$ cat config.mk
export PLATFORM = sky130hd
export DESIGN_NAME = pixel_mean_scale_quantizer
export DESIGN_NICKNAME = d
export VERILOG_FILES = /design/src/rtl/core/pmsq_pkg.sv /design/src/rtl/core/pixel_mean_scale_quantizer.sv /design/src/rtl/core/pmsq_regs.sv /design/src/rtl/core/pmsq_lane.sv
export SDC_FILE = /design/constraint.sdc
export NUM_CORES = 2
export LEC_CHECK = 0
export ABC_CLOCK_PERIOD_IN_PS = 18500
export BUFFER_PORTS_ARGS = -buffer_cell sky130_fd_sc_hd__buf_2
export CAP_MARGIN = 20
export CORE_ASPECT_RATIO = 0.8
export CORE_MARGIN = 2
export CORE_UTILIZATION = 55
export CTS_CLUSTER_DIAMETER = 60
export CTS_CLUSTER_SIZE = 24
export DETAILED_ROUTE_END_ITERATION = 7
export PLACE_DENSITY = 0.84
export REMOVE_ABC_BUFFERS = 1
export SETUP_SLACK_MARGIN = 0.2
export SLEW_MARGIN = 20
export SYNTH_ARGS = -nofsm -noshare
export SYNTH_HDL_FRONTEND = slang
export SYNTH_SLANG_ARGS = --single-unit
$ cat constraint.sdc
create_clock -name clk_i -period 18.5 [get_ports clk_i]
set_input_delay 1.85 -clock clk_i [delete_from_list [all_inputs] [get_ports clk_i]]
set_output_delay 1.85 -clock clk_i [all_outputs]
set_load 0.02 [all_outputs]
$ cat src/rtl/core/pmsq_pkg.sv
package pmsq_pkg;

  localparam int unsigned NumCh    = 3;
  localparam int unsigned SampleW  = 8;
  localparam int unsigned MeanW    = 16;
  localparam int unsigned ScaleW   = 20;
  localparam int unsigned DiffW    = SampleW + 9;        // signed Q9.8 difference
  localparam int unsigned MagW     = DiffW - 1;          // magnitude never exceeds 65535
  localparam int unsigned ProdW    = MagW + ScaleW;      // 24 fraction bits
  localparam int unsigned FracBits = 24;
  localparam int unsigned QW       = ProdW - FracBits;   // integer part of the product
  localparam int unsigned ResW     = 8;

  localparam int unsigned DataW    = NumCh * SampleW;
  localparam int unsigned ApbAddrW = 5;
  localparam int unsigned ApbDataW = 32;
  localparam int unsigned RegIdxW  = 3;

  // Register indexes; the byte address is four times the index.
  localparam logic [RegIdxW-1:0] RegMeanFirst   = 3'd0;
  localparam logic [RegIdxW-1:0] RegMeanSecond  = 3'd1;
  localparam logic [RegIdxW-1:0] RegMeanThird   = 3'd2;
  localparam logic [RegIdxW-1:0] RegScaleFirst  = 3'd3;
  localparam logic [RegIdxW-1:0] RegScaleSecond = 3'd4;
  localparam logic [RegIdxW-1:0] RegScaleThird  = 3'd5;
  localparam logic [RegIdxW-1:0] RegRoundMode   = 3'd6;
  localparam logic [RegIdxW-1:0] RegSwapOrder   = 3'd7;

  localparam logic [ScaleW-1:0] ScaleReset = 20'd65536;

  localparam logic signed [ResW-1:0] ResMin = -8'sd128;
  localparam logic signed [ResW-1:0] ResMax = 8'sd127;

  typedef struct packed {
    logic [NumCh-1:0][MeanW-1:0]  mean;
    logic [NumCh-1:0][ScaleW-1:0] scale;
    logic                         round_mode;
    logic                         swap_order;
  } cfg_t;

endpackage

$ cat src/rtl/core/pixel_mean_scale_quantizer.sv
// An accepted pixel passes through the difference, product and result registers in
// turn; the result register drives m_tdata.
// Throughput: one pixel per cycle unless the output stalls; three register stages
// per channel (difference, 16x20 multiply, truncate or round and saturate) advance
// together under one enable. A stall at the output holds every stage in place.
// Reset (rst_ni, asynchronous, active low) clears the stage valid bits and loads
// the register defaults: means 0, scales 1.0, truncate mode, natural channel order.
module pixel_mean_scale_quantizer (
  input  logic                              clk_i,
  input  logic                              rst_ni,
  input  logic                              s_tvalid,
  output logic                              s_tready,
  input  logic [pmsq_pkg::DataW-1:0]        s_tdata,   // sample_first, sample_second, sample_third
  input  logic                              s_tlast,   // frame_end_in
  output logic                              m_tvalid,
  input  logic                              m_tready,
  output logic [pmsq_pkg::DataW-1:0]        m_tdata,   // result_first, result_second, result_third
  output logic                              m_tlast,   // frame_end_out
  input  logic                              psel,
  input  logic                              penable,
  input  logic                              pwrite,
  input  logic [pmsq_pkg::ApbAddrW-1:0]     paddr,
  input  logic [pmsq_pkg::ApbDataW-1:0]     pwdata,
  output logic [pmsq_pkg::ApbDataW-1:0]     prdata,
  output logic                              pready
);

  localparam int unsigned NumCh   = pmsq_pkg::NumCh;
  localparam int unsigned SampleW = pmsq_pkg::SampleW;
  localparam int unsigned ResW    = pmsq_pkg::ResW;

  pmsq_pkg::cfg_t cfg;

  pmsq_regs u_regs (
    .clk_i   (clk_i),
    .rst_ni  (rst_ni),
    .psel    (psel),
    .penable (penable),
    .pwrite  (pwrite),
    .paddr   (paddr),
    .pwdata  (pwdata),
    .prdata  (prdata),
    .pready  (pready),
    .cfg_o   (cfg)
  );

  // The whole pipe moves whenever the output register is free or being drained.
  logic       en;
  logic [2:0] vld_q, vld_d;
  logic [2:0] last_q;

  assign en       = !vld_q[2] || m_tready;
  assign s_tready = en;
  assign vld_d    = {vld_q[1:0], s_tvalid};

  always_ff @(posedge clk_i or negedge rst_ni) begin
    if (!rst_ni) begin
      vld_q <= '0;
    end else if (en) begin
      vld_q <= vld_d;
    end
  end

  always_ff @(posedge clk_i) begin
    if (en) begin
      last_q <= {last_q[1:0], s_tlast};
    end
  end

  // Lane k works on input channel 2-k with that channel's mean and scale when swapped.
  for (genvar k = 0; k < NumCh; k++) begin : g_lane
    localparam int unsigned Src = NumCh - 1 - k;
    logic [SampleW-1:0]          smp;
    logic [pmsq_pkg::MeanW-1:0]  mean;
    logic [pmsq_pkg::ScaleW-1:0] scale;

    assign smp   = cfg.swap_order ? s_tdata[Src*SampleW +: SampleW]
                                  : s_tdata[k*SampleW +: SampleW];
    assign mean  = cfg.swap_order ? cfg.mean[Src]  : cfg.mean[k];
    assign scale = cfg.swap_order ? cfg.scale[Src] : cfg.scale[k];

    pmsq_lane u_lane (
      .clk_i        (clk_i),
      .en_i         (en),
      .sample_i     (smp),
      .mean_i       (mean),
      .scale_i      (scale),
      .round_mode_i (cfg.round_mode),
      .result_o     (m_tdata[k*ResW +: ResW])
    );
  end

  assign m_tvalid = vld_q[2];
  assign m_tlast  = last_q[2];

endmodule

$ cat src/rtl/core/pmsq_regs.sv
module pmsq_regs (
  input  logic                              clk_i,
  input  logic                              rst_ni,
  input  logic                              psel,
  input  logic                              penable,
  input  logic                              pwrite,
  input  logic [pmsq_pkg::ApbAddrW-1:0]     paddr,
  input  logic [pmsq_pkg::ApbDataW-1:0]     pwdata,
  output logic [pmsq_pkg::ApbDataW-1:0]     prdata,
  output logic                              pready,
  output pmsq_pkg::cfg_t                    cfg_o
);

  pmsq_pkg::cfg_t                   cfg_q, cfg_d;
  logic [pmsq_pkg::RegIdxW-1:0]     idx;
  logic                             wr_en;

  assign idx    = paddr[pmsq_pkg::ApbAddrW-1:2];
  assign wr_en  = psel & penable & pwrite;
  assign pready = 1'b1;
  assign cfg_o  = cfg_q;

  always_comb begin
    cfg_d = cfg_q;
    if (wr_en) begin
      unique case (idx)
        pmsq_pkg::RegMeanFirst:   cfg_d.mean[0]  = pwdata[pmsq_pkg::MeanW-1:0];
        pmsq_pkg::RegMeanSecond:  cfg_d.mean[1]  = pwdata[pmsq_pkg::MeanW-1:0];
        pmsq_pkg::RegMeanThird:   cfg_d.mean[2]  = pwdata[pmsq_pkg::MeanW-1:0];
        pmsq_pkg::RegScaleFirst:  cfg_d.scale[0] = pwdata[pmsq_pkg::ScaleW-1:0];
        pmsq_pkg::RegScaleSecond: cfg_d.scale[1] = pwdata[pmsq_pkg::ScaleW-1:0];
        pmsq_pkg::RegScaleThird:  cfg_d.scale[2] = pwdata[pmsq_pkg::ScaleW-1:0];
        pmsq_pkg::RegRoundMode:   cfg_d.round_mode = pwdata[0];
        pmsq_pkg::RegSwapOrder:   cfg_d.swap_order = pwdata[0];
        default:                  cfg_d = cfg_q;
      endcase
    end
  end

  always_comb begin
    prdata = '0;
    unique case (idx)
      pmsq_pkg::RegMeanFirst:   prdata = 32'(cfg_q.mean[0]);
      pmsq_pkg::RegMeanSecond:  prdata = 32'(cfg_q.mean[1]);
      pmsq_pkg::RegMeanThird:   prdata = 32'(cfg_q.mean[2]);
      pmsq_pkg::RegScaleFirst:  prdata = 32'(cfg_q.scale[0]);
      pmsq_pkg::RegScaleSecond: prdata = 32'(cfg_q.scale[1]);
      pmsq_pkg::RegScaleThird:  prdata = 32'(cfg_q.scale[2]);
      pmsq_pkg::RegRoundMode:   prdata = 32'(cfg_q.round_mode);
      pmsq_pkg::RegSwapOrder:   prdata = 32'(cfg_q.swap_order);
      default:                  prdata = '0;
    endcase
  end

  always_ff @(posedge clk_i or negedge rst_ni) begin
    if (!rst_ni) begin
      cfg_q.mean       <= '0;
      cfg_q.scale      <= {pmsq_pkg::NumCh{pmsq_pkg::ScaleReset}};
      cfg_q.round_mode <= 1'b0;
      cfg_q.swap_order <= 1'b0;
    end else begin
      cfg_q <= cfg_d;
    end
  end

endmodule

$ cat src/rtl/core/pmsq_lane.sv
module pmsq_lane (
  input  logic                              clk_i,
  input  logic                              en_i,
  input  logic [pmsq_pkg::SampleW-1:0]      sample_i,
  input  logic [pmsq_pkg::MeanW-1:0]        mean_i,
  input  logic [pmsq_pkg::ScaleW-1:0]       scale_i,
  input  logic                              round_mode_i,
  output logic [pmsq_pkg::ResW-1:0]         result_o
);

  localparam int unsigned DiffW = pmsq_pkg::DiffW;
  localparam int unsigned MagW  = pmsq_pkg::MagW;
  localparam int unsigned ProdW = pmsq_pkg::ProdW;
  localparam int unsigned QW    = pmsq_pkg::QW;
  localparam int unsigned ResW  = pmsq_pkg::ResW;
  localparam int unsigned FracB = pmsq_pkg::FracBits;

  // Stage 1: sign and magnitude of sample*256 - mean.
  logic [DiffW-1:0] diff, diff_neg;
  logic             neg1_d, neg1_q;
  logic [MagW-1:0]  mag1_d, mag1_q;

  assign diff     = {1'b0, sample_i, 8'b0} - {1'b0, mean_i};
  assign diff_neg = '0 - diff;
  assign neg1_d   = diff[DiffW-1];
  assign mag1_d   = neg1_d ? diff_neg[MagW-1:0] : diff[MagW-1:0];

  // Stage 2: unsigned product with 24 fraction bits.
  logic             neg2_q;
  logic [ProdW-1:0] prod2_d, prod2_q;

  assign prod2_d = ProdW'(mag1_q) * ProdW'(scale_i);

  // Stage 3: truncate and wrap, or round half away and saturate.
  logic [QW-1:0]   q_trunc;
  logic [QW+1:0]   rnd_sum;
  logic [QW:0]     q_rnd;
  logic [ResW-1:0] mag_out;
  logic [ResW-1:0] res3_d, res3_q;

  assign q_trunc = prod2_q[ProdW-1:FracB];
  assign rnd_sum = {1'b0, prod2_q[ProdW-1:FracB-1]} + (QW+2)'(1);
  assign q_rnd   = rnd_sum[QW+1:1];

  always_comb begin
    if (!round_mode_i) begin
      mag_out = q_trunc[ResW-1:0];
    end else if (neg2_q) begin
      mag_out = (q_rnd > (QW+1)'(128)) ? 8'd128 : q_rnd[ResW-1:0];
    end else begin
      mag_out = (q_rnd > (QW+1)'(127)) ? 8'(pmsq_pkg::ResMax) : q_rnd[ResW-1:0];
    end
    res3_d = neg2_q ? (8'd0 - mag_out) : mag_out;
  end

  always_ff @(posedge clk_i) begin
    if (en_i) begin
      neg1_q  <= neg1_d;
      mag1_q  <= mag1_d;
      neg2_q  <= neg1_q;
      prod2_q <= prod2_d;
      res3_q  <= res3_d;
    end
  end

  assign result_o = res3_q;

endmodule

Yosys cells after proc, flatten, opt, wreduce, memory -nomap -nowiden
Cells that the tools add are included.

Word-level logic and storage cells: 91. Output and inout bits: 60. Input bits: 69. Flip-flop bits (word level): 302.

Multiply operators: 3. Bitwise gates (word level): 2. Mux-type cells: 25. Reductions and logical operators: 11. Magnitude comparators: 6. Add/sub/neg operators: 12. Equality and inequality tests: 7.

Operators by type and width (number): 32-bit one-hot mux with 8 select lines (1); 8-bit two-way mux (17); 16-bit by 20-bit multiplier with 36-bit output (3); 16-bit two-way mux (5); 16-bit by 16-bit subtractor with 17-bit output (3); 1-bit by 16-bit subtractor with 16-bit output (first input constant) (3); 13-bit by 1-bit adder with 14-bit output (second input constant) (3); 20-bit two-way mux (2); 13-bit by 7-bit > comparator with 1-bit output (second input constant) (3); 13-bit by 8-bit > comparator with 1-bit output (second input constant) (3); 1-bit by 8-bit subtractor with 8-bit output (first input constant) (3); 2-bit AND reduction (8); 3-bit equality test (second input constant) (4); 3-bit by 2-bit equality test with 1-bit output (second input constant) (2); 3-bit by 1-bit equality test with 1-bit output (second input constant) (1); 3-bit zero test (1); 1-bit AND (2); 1-bit zero test (1); 1-bit logical OR (1).

Depth between registers and ports, before layout
Depth in word-level cells: 7. Depth in mapped cells: 32. Mapped depth without buffers: 24.

Cells and area by module
Synthesis repeated with hierarchy kept, for this count alone.

Cells, all modules: 4647. Area total of the unflattened synthesis: 44027.2 um2.

By module, submodules not included: pmsq_lane (g_lane[0].u_lane) (cells each 1406, times used 1, sequential area each 1171.1 um2, area an instance 12679.7 um2); pmsq_lane (g_lane[2].u_lane) (cells each 1364, times used 1, sequential area each 1171.1 um2, area an instance 12418.2 um2); pmsq_lane (g_lane[1].u_lane) (cells each 1354, times used 1, sequential area each 1171.1 um2, area an instance 12361.9 um2); pmsq_regs (cells each 415, times used 1, sequential area each 2756.4 um2, area an instance 5226.3 um2); pixel_mean_scale_quantizer (cells each 108, times used 1, sequential area each 165.2 um2, area an instance 1341.3 um2).

Least setup slack after synthesis
OpenSTA, ideal clock, no wires.

Kind: reg2reg. Start point: register u_regs.cfg_q (netlist bit u_regs.cfg_o[0]). End point: register g_lane[2].u_lane.prod2_q[33] (data pin). Setup slack: 10.805 ns. Period minus slack after synthesis: 7.695 ns. Cell stages (with the launch flop): 28. Data required time: 18.234 ns. Arrival time: 7.429 ns. Cells stage by stage: dfrtp_1 -> buf_6 -> buf_6 -> buf_2 -> buf_2 -> buf_2 -> buf_1 -> mux2_2 -> clkbuf_1 -> nand2_1 -> fa_1 -> fa_1 -> inv_1 -> fa_1 -> fa_1 -> fa_1 -> inv_1 -> fa_1 -> inv_1 -> ha_1 -> a211oi_1 -> nor2_1 -> or3_1 -> a221oi_1 -> o21ai_0 -> a221o_1 -> o41ai_1 -> xnor2_1.

Word-level cells in the longest chain between the ends: 2.

RTL lines: start, declared (line pmsq_regs.sv:14) `pmsq_pkg::cfg_t cfg_q, cfg_d;`; start signal, assigned (line pmsq_regs.sv:62) `cfg_q <= cfg_d;`; 20-bit two-way mux (line pixel_mean_scale_quantizer.sv:80) `assign scale = cfg.swap_order ? cfg.scale[Src] : cfg.scale[k];`; 16-bit by 20-bit multiplier with 36-bit output (line pmsq_lane.sv:32) `assign prod2_d = ProdW'(mag1_q) * ProdW'(scale_i);`; via g_lane[2].u_lane.prod2_d[33] (line pmsq_lane.sv:30) `logic [ProdW-1:0] prod2_d, prod2_q;`; end signal, assigned (line pmsq_lane.sv:61) `prod2_q <= prod2_d;`; end, declared (line pmsq_lane.sv:30).

The timed path passes the listed nets, and every way through them passes these cells. A chain may end at the register's enable or synchronous reset.

Worst setup path in the final report
Start point: register u_regs.cfg_q (netlist bit u_regs.cfg_o[0]). End point: register g_lane[2].u_lane.prod2_q[35] (data pin).

The elaborated chain is that of the path after synthesis.

==> metrics.yaml <==
dp_hpwl_um: 86300
cpPeakStageDelay_ns: 0.85
drtAntennaViolNets: 0
synthDistinctLibCells: 100
slew_headroom_pct: 24.4
antenna_found_initial: 13
slew_viol_final: 0
vias: 32500
synthCells: 4594
drc: 0
tns_ns: 0
yosys.area.top_type: "fa_1"
start_kind: "flip-flop"
rsz0062_at_grt: "false"
final-setup-viol-count: 0
numClockSinks: 233
grt_use_total_pct: 28.6
worstSetupEndpointType: "flip-flop"
ys_warn_count: 0
gp_congestion: 0.931
netlist_area_um2: 43400
grt_pass1_wl_um: 183000
grt.overflow.total: 0
synth-edff-count: 120
fp.dieH_um: 255
clk_path_buf_depth: 3
fill_cells: 6396
cp.required_ns: 18.78
worst_pin_slew_ns: 1.13
clock_latency_ns: 0.58
drv_cap: 0
grt_max_degree: 73
crit_start: "u_regs.cfg_o[0]"
r2r_start: "u_regs.cfg_o[0]"
fin_nets: 5668
period_share_pct: 48.3
row_count: 92
synth-main-ff-cell: "edfxtp_1"
ys_ff_latch: 233
final_hold_viol_count: 0
critPathMostFrequentCell: "fa_1"
synth-seq-area-share_pct: 14.8
layout_common_cells: "863 x inv_1, 747 x fa_1, 623 x nand2_1, 432 x and2_1, 350 x ha_1"
ios: 129
wl_per_cell_um: 20.3
synth_async_sr_flop_share_pct: 48.5
netlist_top_cells_area: "fa_1 34%, ha_1 10%, edfxtp_1 8.3%, inv_1 7.5%, dfrtp_1 6.3%"
area_growth_pct: 4.20
cp_slowest_cell: "dfrtp_4"
ctsRootBufferMaster: "clkbuf_16"
post_cts_resized: 0
drtIter0Drc: 3230
wirelength_um: 113000
clk_pin_slew_ns: 0.09
critPathKind: "flip-flop to flip-flop"
first_global_vias: 33900
critPathBufInv: 4
drive_gt1_share_pct: 8.04
crit_family: "adder cells"
dieArea_um2: 81100
start_util_pct: 55.3
finClkSkew_ns: 0.0550
cts_max_level: 1
clock.fmax_mhz: 112
crit_path_max_fanout: 62
hp-start: "last_q[1]"
first_pass_iters: 8
cts_tree: "done"
ctsHoldBuffers: 0
port_buffers: 101
syn_avg_cell_area_um2: 9.44
crit_chain: "buf_4 -> mux2_2 -> nand2_1 -> fa_1 -> inv_1 -> fa_1 -> fa_1 -> fa_1 -> fa_1 -> inv_1 -> fa_1 -> inv_1 -> ha_1 -> a211oi_1 -> nor2_1 -> or3_1 -> a221oi_1 -> o211ai_1 -> a221oi_1 -> nor2b_1 -> nor2_1 -> xnor2_1"
final_common_cell: "inv_1"
crit_arrival_ns: 9.21
design.core.area_um2: 78400
hold_path.class: "flip-flop to flip-flop"
cts_buffers: 20
period_minus_slack_ns: 8.93
outcome: "completed"
via_per_inst: 5.84
post_cts_buffers: 0
die_w_um: 318
synth_top_area_share_pct: 34.5
[sequential cells by signal, indices dropped and copies added, names as in the netlist]
name and flops:
u_regs.cfg_o 110, g_lane.u_lane.mag1_q 48, g_lane.u_lane.prod2_q 39, g_lane.u_lane.result_o 24, g_lane.u_lane.neg1_q 3, g_lane.u_lane.neg2_q 3
last_q 3, vld_q 3
[stage by stage]
stage	std cells	worst slack (ns)	utilization [%]	area, µm²	hold WS [ns]
CTS	5550	9.66	57.6	45200	0.426
floorplan	4356	9.65	-	42400	0.400
global placement	5514	9.95	56.6	44400	0.408
finish	5558	9.57	57.6	45200	0.423
detailed placement	5514	9.74	56.6	44400	0.411
global route	5550	9.23	57.6	45200	0.441
[per-layer routing]
layer | wire, µm | vias up | GRT usage (%)
li1 | - | 14200 | -
met1 | 46200 | 16300 | 39.8
met2 | 48200 | 1825 | 43.0
met3 | 15600 | 208 | 9.80
met4 | 2570 | 12 | 6.80
met5 | 77 | - | 0
[final timing paths]
kind,slack (ns),endpoint,cells past startpoint
setup / recovery,9.57,g_lane[2].u_lane.prod2_q[35],22
hold / removal,0.42,last_q[2],0
setup reg to reg,9.57,g_lane[2].u_lane.prod2_q[35],22
hold reg to reg,0.42,last_q[2],0
max in group asynchronous,15.82,u_regs.cfg_o[0],2
min in group asynchronous,1.24,u_regs.cfg_o[36],1
[synth_stat cells, drive strengths merged, types with 9 or more instances]
| cell type | instances |
|---|---|
| a211oi | 18 |
| a21o | 29 |
| a21oi | 105 |
| a31oi | 18 |
| and2 | 434 |
| and3 | 15 |
| and4 | 13 |
| buf | 39 |
| clkbuf | 210 |
| dfrtp | 110 |
| edfxtp | 120 |
| fa | 747 |
| ha | 350 |
| inv | 865 |
| mux2 | 158 |
| mux2i | 59 |
| nand2 | 623 |
| nand2b | 15 |
| nand3 | 40 |
| nand4 | 24 |
| nor2 | 89 |
| nor2b | 22 |
| nor3 | 34 |
| nor3b | 13 |
| o211ai | 12 |
| o21a | 16 |
| o21ai | 91 |
| o22ai | 16 |
| o31ai | 11 |
| or3 | 9 |
| xnor2 | 94 |
| xor2 | 47 |
[cell families after synthesis]
kind of cell    Yosys count  share of synthesized area [%]
compound gates          421                           6.49
xor+xnor                141                           2.85
fa+ha+maj              1097                           44.6
buf+inv                1116                           9.85
flops                   233                           14.8
mux                     221                           5.71
other cells               2                         0.0173
simple gates           1363                           15.7
[layout make-up]
class	count	area (µm²)	share of cell area, %
multi-input combinational	3256	32700	72.4
sequential	233	6440	14.3
inverter	867	3250	7.20
tap	1034	1290	2.86
timing repair buffer	124	681	1.51
clock buffer	20	500	1.11
clock inverter	16	277	0.612
antenna	8	20.0	0.0443
Power is not shown: default switching activity piles up to over one toggle a cycle in this logic, so the estimate is an artifact.
